--- src/rtl/core/jndg_pkg.sv ---
// Package for the JSON nesting depth gate: character codes, status codes and
// default sizes shared by the gate and its checker. No dependencies.
package jndg_pkg;

    localparam int unsigned LEVEL_WIDTH_DEFAULT = 11;
    localparam int unsigned LIMIT_WIDTH = 10;
    localparam int unsigned DEEPEST_WIDTH = 11;
    localparam int unsigned HEX_SKIP_WIDTH = 3;

    localparam logic [LIMIT_WIDTH-1:0] DEPTH_LIMIT_RESET = 10'd256;
    localparam logic [HEX_SKIP_WIDTH-1:0] HEX_DIGITS = 3'd4;

    localparam logic [7:0] CHAR_QUOTE = 8'h22;
    localparam logic [7:0] CHAR_BACKSLASH = 8'h5C;
    localparam logic [7:0] CHAR_U = 8'h75;
    localparam logic [7:0] CHAR_OPEN_BRACE = 8'h7B;
    localparam logic [7:0] CHAR_OPEN_BRACKET = 8'h5B;
    localparam logic [7:0] CHAR_CLOSE_BRACE = 8'h7D;
    localparam logic [7:0] CHAR_CLOSE_BRACKET = 8'h5D;

    typedef enum logic [1:0] {
        STATUS_OK = 2'd0,
        STATUS_DEPTH = 2'd1,
        STATUS_UNTERM = 2'd2
    } status_t;

endpackage

--- src/rtl/core/json_nesting_depth_gate_unit.sv ---
// JSON nesting depth gate: screens a document one byte per item and reports
// a verdict with the deepest nesting level. Depends on jndg_pkg.
//
//  channel  | handshake                   | fields
//  ---------+-----------------------------+--------------------------------
//  input    | in_valid / in_ready         | data_byte, byte_valid, last
//  result   | out_valid / out_ready       | status, deepest
//  config   | cfg_write_en (no wait)      | cfg_write_data (depth limit)
//
// One item per cycle unless a result is stalled: an accepted item is held in
// the input register, and the scan state and the result register update from it.
// A result passes the input register and then the result register.
// Reset clears the scan state and sets the depth limit to 256.
// A stalled result holds the input register; input accepts whenever the
// result register is empty or being taken.
module json_nesting_depth_gate_unit #(
    parameter int unsigned LEVEL_WIDTH = jndg_pkg::LEVEL_WIDTH_DEFAULT
) (
    input  logic                                 clk,
    input  logic                                 rst_n,
    input  logic                                 in_valid,
    output logic                                 in_ready,
    input  logic [7:0]                           data_byte,
    input  logic                                 byte_valid,
    input  logic                                 last,
    output logic                                 out_valid,
    input  logic                                 out_ready,
    output logic [1:0]                           status,
    output logic [jndg_pkg::DEEPEST_WIDTH-1:0]   deepest,
    input  logic                                 cfg_write_en,
    input  logic [jndg_pkg::LIMIT_WIDTH-1:0]     cfg_write_data
);
    import jndg_pkg::*;

    localparam int unsigned CMP_WIDTH = LEVEL_WIDTH + LIMIT_WIDTH;
    localparam logic [LEVEL_WIDTH-1:0] LEVEL_MAX = {LEVEL_WIDTH{1'b1}};

    logic [LIMIT_WIDTH-1:0]     depth_limit_reg;

    logic                       s1_valid_reg;
    logic [7:0]                 s1_byte_reg;
    logic                       s1_byte_valid_reg;
    logic                       s1_last_reg;

    logic                       inside_string_reg, inside_string_next;
    logic                       escape_pending_reg, escape_pending_next;
    logic [HEX_SKIP_WIDTH-1:0]  hex_skip_reg, hex_skip_next;
    logic [LEVEL_WIDTH-1:0]     nest_level_reg, nest_level_next;
    logic [LEVEL_WIDTH-1:0]     peak_level_reg, peak_level_next;
    logic                       verdict_given_reg, verdict_given_next;

    logic                       out_valid_reg, out_valid_next;
    status_t                    status_reg, status_next;
    logic [DEEPEST_WIDTH-1:0]   deepest_reg, deepest_next;

    logic                       advance;
    logic                       process;
    logic [LEVEL_WIDTH-1:0]     level_up;
    logic [CMP_WIDTH-1:0]       level_up_wide;
    logic [CMP_WIDTH-1:0]       limit_wide;
    logic [CMP_WIDTH+DEEPEST_WIDTH-1:0] peak_wide;

    assign advance = !out_valid_reg || out_ready;
    assign process = s1_valid_reg && advance;
    assign in_ready = !s1_valid_reg || advance;

    assign level_up = (nest_level_reg != LEVEL_MAX) ? nest_level_reg + 1'b1 : nest_level_reg;
    assign level_up_wide = {{LIMIT_WIDTH{1'b0}}, level_up};
    assign limit_wide = {{LEVEL_WIDTH{1'b0}}, depth_limit_reg};

    always_comb
    begin
        inside_string_next = inside_string_reg;
        escape_pending_next = escape_pending_reg;
        hex_skip_next = hex_skip_reg;
        nest_level_next = nest_level_reg;
        peak_level_next = peak_level_reg;
        verdict_given_next = verdict_given_reg;
        out_valid_next = out_valid_reg && !out_ready;
        status_next = status_reg;
        deepest_next = deepest_reg;
        peak_wide = '0;

        if (process)
        begin
            if (s1_byte_valid_reg && !verdict_given_reg)
            begin
                if (inside_string_reg)
                begin
                    priority if (hex_skip_reg != '0)
                    begin
                        hex_skip_next = hex_skip_reg - 1'b1;
                    end
                    else if (escape_pending_reg)
                    begin
                        escape_pending_next = 1'b0;
                        if (s1_byte_reg == CHAR_U)
                        begin
                            hex_skip_next = HEX_DIGITS;
                        end
                    end
                    else if (s1_byte_reg == CHAR_QUOTE)
                    begin
                        inside_string_next = 1'b0;
                    end
                    else if (s1_byte_reg == CHAR_BACKSLASH)
                    begin
                        escape_pending_next = 1'b1;
                    end
                    else
                    begin
                        inside_string_next = inside_string_reg;
                    end
                end
                else
                begin
                    priority if (s1_byte_reg == CHAR_QUOTE)
                    begin
                        inside_string_next = 1'b1;
                    end
                    else if (s1_byte_reg == CHAR_OPEN_BRACE || s1_byte_reg == CHAR_OPEN_BRACKET)
                    begin
                        nest_level_next = level_up;
                        if (level_up > peak_level_reg)
                        begin
                            peak_level_next = level_up;
                        end
                        if (level_up_wide > limit_wide)
                        begin
                            verdict_given_next = 1'b1;
                            out_valid_next = 1'b1;
                            status_next = STATUS_DEPTH;
                        end
                    end
                    else if (s1_byte_reg == CHAR_CLOSE_BRACE
                             || s1_byte_reg == CHAR_CLOSE_BRACKET)
                    begin
                        if (nest_level_reg != '0)
                        begin
                            nest_level_next = nest_level_reg - 1'b1;
                        end
                    end
                    else
                    begin
                        nest_level_next = nest_level_reg;
                    end
                end
            end

            if (s1_last_reg && !verdict_given_next)
            begin
                out_valid_next = 1'b1;
                status_next = inside_string_next ? STATUS_UNTERM : STATUS_OK;
            end

            peak_wide = {{(CMP_WIDTH+DEEPEST_WIDTH-LEVEL_WIDTH){1'b0}}, peak_level_next};
            if (out_valid_next && !(out_valid_reg && !out_ready))
            begin
                deepest_next = peak_wide[DEEPEST_WIDTH-1:0];
            end

            if (s1_last_reg)
            begin
                inside_string_next = 1'b0;
                escape_pending_next = 1'b0;
                hex_skip_next = '0;
                nest_level_next = '0;
                peak_level_next = '0;
                verdict_given_next = 1'b0;
            end
        end
    end

    always_ff @(posedge clk or negedge rst_n)
    begin
        if (!rst_n)
        begin
            depth_limit_reg <= DEPTH_LIMIT_RESET;
            s1_valid_reg <= 1'b0;
            inside_string_reg <= 1'b0;
            escape_pending_reg <= 1'b0;
            hex_skip_reg <= '0;
            nest_level_reg <= '0;
            peak_level_reg <= '0;
            verdict_given_reg <= 1'b0;
            out_valid_reg <= 1'b0;
        end
        else
        begin
            if (cfg_write_en)
            begin
                depth_limit_reg <= cfg_write_data;
            end
            if (in_ready)
            begin
                s1_valid_reg <= in_valid;
            end
            inside_string_reg <= inside_string_next;
            escape_pending_reg <= escape_pending_next;
            hex_skip_reg <= hex_skip_next;
            nest_level_reg <= nest_level_next;
            peak_level_reg <= peak_level_next;
            verdict_given_reg <= verdict_given_next;
            out_valid_reg <= out_valid_next;
        end
    end

    always_ff @(posedge clk)
    begin
        if (in_ready && in_valid)
        begin
            s1_byte_reg <= data_byte;
            s1_byte_valid_reg <= byte_valid;
            s1_last_reg <= last;
        end
        status_reg <= status_next;
        deepest_reg <= deepest_next;
    end

    assign out_valid = out_valid_reg;
    assign status = status_reg;
    assign deepest = deepest_reg;

endmodule

--- config.mk ---
export PLATFORM = sky130hd
export DESIGN_NAME = json_nesting_depth_gate_unit
export DESIGN_NICKNAME = d
export VERILOG_FILES = /design/src/rtl/core/jndg_pkg.sv /design/src/rtl/core/json_nesting_depth_gate_unit.sv
export SDC_FILE = /design/constraint.sdc
export NUM_CORES = 1
export LEC_CHECK = 0
export BUFFER_PORTS_ARGS = -buffer_cell sky130_fd_sc_hd__clkbuf_2
export CORE_ASPECT_RATIO = 0.9
export CORE_MARGIN = 1
export CORE_UTILIZATION = 53
export CTS_BUF_LIST = sky130_fd_sc_hd__clkbuf_8 sky130_fd_sc_hd__clkbuf_16
export DETAILED_ROUTE_END_ITERATION = 6
export PLACE_DENSITY_LB_ADDON = 0.05
export SYNTH_ARGS = -nofsm -noshare
export SYNTH_HDL_FRONTEND = slang
export SYNTH_SLANG_ARGS = --single-unit
--- constraint.sdc ---
create_clock -name clk -period 3.5 [get_ports clk]
set_input_delay 0.7 -clock clk [delete_from_list [all_inputs] [get_ports clk]]
set_output_delay 0.7 -clock clk [all_outputs]
set_load 0.005 [all_outputs]
==> metrics.yaml <==
final_layout:
  postLayoutCellArea_um2: 4464
  area_growth_pct: 19.45
  final_cells: 548
  utilization_pct: 66.72
  diodes: 0
  final_cell_mix: "o21ai_0, nand2_1, dfrtp_1, clkbuf_2, inv_1"
  final_common_cell: "o21ai_0"
  drive_above_1_share_pct: 21.62
  fillers: 551
  final-seq-area_um2: 1693
  multi_input_area_um2: 1893
  final_net_count: 503
grt:
  grt-ovfl-total: 0
  grt_antenna_before_repair: 0
  grt_max_degree: 41
  grt_usage_pct: 26.02
  grt_pass1_vias: 2984
  grt_pass1_wl_um: 14750
clock_network:
  htreeDepth: 3
  cts_tree: "built"
  clk_pin_slew_ns: 0.08
  insertion_delay_ns: 0.36
  cts_buffers: 9
  hold_buffers: 0
  cts-root-buf: "clkbuf_8"
  clk_path_buf_depth: 2
  cts_sinks: 63
floorplan:
  start_util_pct: 55.85
  dieHeight_um: 81.67
  row_count: 28
  die_area_um2: 7392
  coreArea_um2: 6691
  die_w_um: 90.52
  ios: 40
power_and_ir_drop:
  power_switching_mw: 0.6399
  p_clk_share_pct: 36.5
  cellLeakagePower_nw: 1.992
  power.total_mw: 2.164
  p_int_mw: 1.525
  p_per_area_nw_per_um2: 484.8
  switching_share_pct: 29.56
  vdd_drop_max_mv: 0.3829
  pwr-share-seq_pct: 39.8
  comb_power_share_pct: 23.6
detailed_routing:
  drt_wl_total_um: 8927
  drc: 0
  drtIter0Drc: 253
  firstDrtPassIters: 5
  antenna_left: 0
  routedWlPerCell_um: 16.29
  vias_per_cell: 5.832
  vias: 3196
worst_hold_path:
  worstHoldPathType: "flip-flop to flip-flop"
  whs_endpoint: "hex_skip_reg[1]$_DFFE_PN0P_"
  hold_depth: 1
  hold_path_startpoint: "hex_skip_reg[1]$_DFFE_PN0P_"
timing:
  fmax_mhz: 302.1
  setup_viol: 0
  relSlewSlack_pct: 31.32
  drv_slew: 0
  layout_min_cycle_time_ns: 3.310
  setup_ws_ns: 0.1895
  period_share_pct: 94.59
  finClkSkew_ns: 0.008480
  hold_viol_final: 0
  rsz0062_at_grt: "no"
  tightest_slew_ns: 1.030
logic_synthesis:
  synth-edff-count: 23
  ys_warn_count: 0
  ys_seq_area_share_pct: 45.30
  yosys-top-cells-area: "dfrtp_1, edfxtp_1, ha_1, o21ai_0, nand2_1"
  syn-cell-area_um2: 3737
  ys_ff_latch: 63
  synth_ff_type: "dfrtp_1"
  ys_types: 59
  synth.avg_cell_area_um2: 9.558
  ys_async_sr_fraction_pct: 63.49
  synth_top_area_share_pct: 26.11
  yosysTopAreaCell: "dfrtp_1"
  synthCells: 391
  synth_nets: 441
worst_setup_path:
  rrSetupSlack_ns: 0.19
  rr_startpoint: "nest_level_reg[0]$_DFFE_PN0P_"
  end_kind: "flip-flop"
  worstPathArrival_ns: 3.41
  start_kind: "flip-flop"
  reg2reg_depth: 14
  r2r_end: "deepest[5]$_DFFE_PP_"
  critPathKind: "flip-flop to flip-flop"
  required_ns: 3.60
  worstPathMaxFanout: 16
placed_design:
  preCtsSetupSlack_ns: -0.01519
  place.gp.congestion: 0.9066
  placed_cells: 532
  io_buffers: 39
  placed_area_um2: 4182
  hpwl_um: 6392
run_status:
  status: "finished, final reports clean"
run:
  maxCapViolations: 0
[cell usage after synthesis, drive strengths merged, types with 2 or more instances]
library cell  count
a2111oi           2
a211oi            3
a21o              5
a21oi            19
a22o             10
a2bb2oi           2
a31oi             5
a32o              2
and2              7
and3              9
buf               8
clkbuf            7
dfrtp            39
edfxtp           23
ha               25
inv              32
mux2              2
mux2i             2
nand2            41
nand2b            5
nand3             9
nand3b            2
nand4            10
nor2             19
nor2b             6
nor3              8
nor4              3
o21a              3
o21ai            48
o21bai            2
o22ai             3
o31ai             3
or2               2
xnor2             4
xor2              2
[per-layer routing]
| metal | global-route usage [%] | vias to the layer above | wire length [um] |
|---|---|---|---|
| li1 | - | 1556 | - |
| met4 | 11.61 | 0 | 228 |
| met2 | 39.85 | 100 | 3979 |
| met3 | 6.389 | 23 | 546 |
| met1 | 35.26 | 1517 | 4172 |
| met5 | 0 | - | 0 |
[worst max path at each step]
| stage | start | end | slack [ns] | cells after the start |
|---|---|---|---|---|
| after floorplan | nest_level_reg[0]$_DFFE_PN0P_ | deepest[9]$_DFFE_PP_ | 0.20 | 13 |
| after global placement | nest_level_reg[0]$_DFFE_PN0P_ | deepest[10]$_DFFE_PP_ | 0.08 | 12 |
| after detailed placement | nest_level_reg[0]$_DFFE_PN0P_ | peak_level_reg[4]$_DFFE_PN0P_ | -0.02 | 14 |
| after CTS | nest_level_reg[0]$_DFFE_PN0P_ | deepest[8]$_DFFE_PP_ | 0.01 | 14 |
| after global routing | nest_level_reg[1]$_DFFE_PN0P_ | deepest[5]$_DFFE_PP_ | 0.03 | 13 |
| final | nest_level_reg[0]$_DFFE_PN0P_ | deepest[5]$_DFFE_PP_ | 0.19 | 14 |
[cell families after synthesis]
logic type	share of synthesized area, %
and+or+nand+nor	17.51
AOI/OAI and AO/OA	21.16
DFF	45.30
buffers and inverters	5.122
adders and majority gates	8.370
xor gates and xnor gates	1.406
muxes	1.138
[critical path, stage by stage, from the launching register on]
cell and delay, ns:
dfrtp_1 0.38, ha_1 0.21, and4_1 0.25, and2_1 0.21
a21oi_1 0.18, xor2_1 0.11, buf_4 0.17, ha_1 0.27
nand4_1 0.15, a211oi_1 0.24, a2111oi_2 0.09, buf_4 0.17
nor4_4 0.31, buf_6 0.22, o21ai_0 0.10
[power by group through the flow]
stage	registers, mW	logic (mW)	clock network (mW)
global route	0.868	0.576	0.830
global placement	0.874	0.491	0
finish	0.862	0.511	0.791
floorplan	0.865	0.349	0
detailed placement	0.875	0.495	0
CTS	0.861	0.502	0.808
[timing repair]
item	CTS	global route
setup endpoints to repair	20	28
resized for setup	2	6
pin swaps	0	1
setup buffers	0	0
[area by class of cell]
cell class	instances	area share [%]
inverter	32	2.691
sequential	63	37.92
clock buffer	9	2.775
clock inverter	7	2.691
tap	90	2.522
multi-input combinational	281	42.40
timing repair buffer	66	8.997
[stage by stage]
step	hold slack [ns]	TNS [ns]
floorplan	0.4044	0
global route	0.5035	0
finish	0.4950	0
global placement	0.4776	0
CTS	0.4971	0
detailed placement	0.4821	-0.1937
No activity file was read; power rests on OpenSTA's default activity.
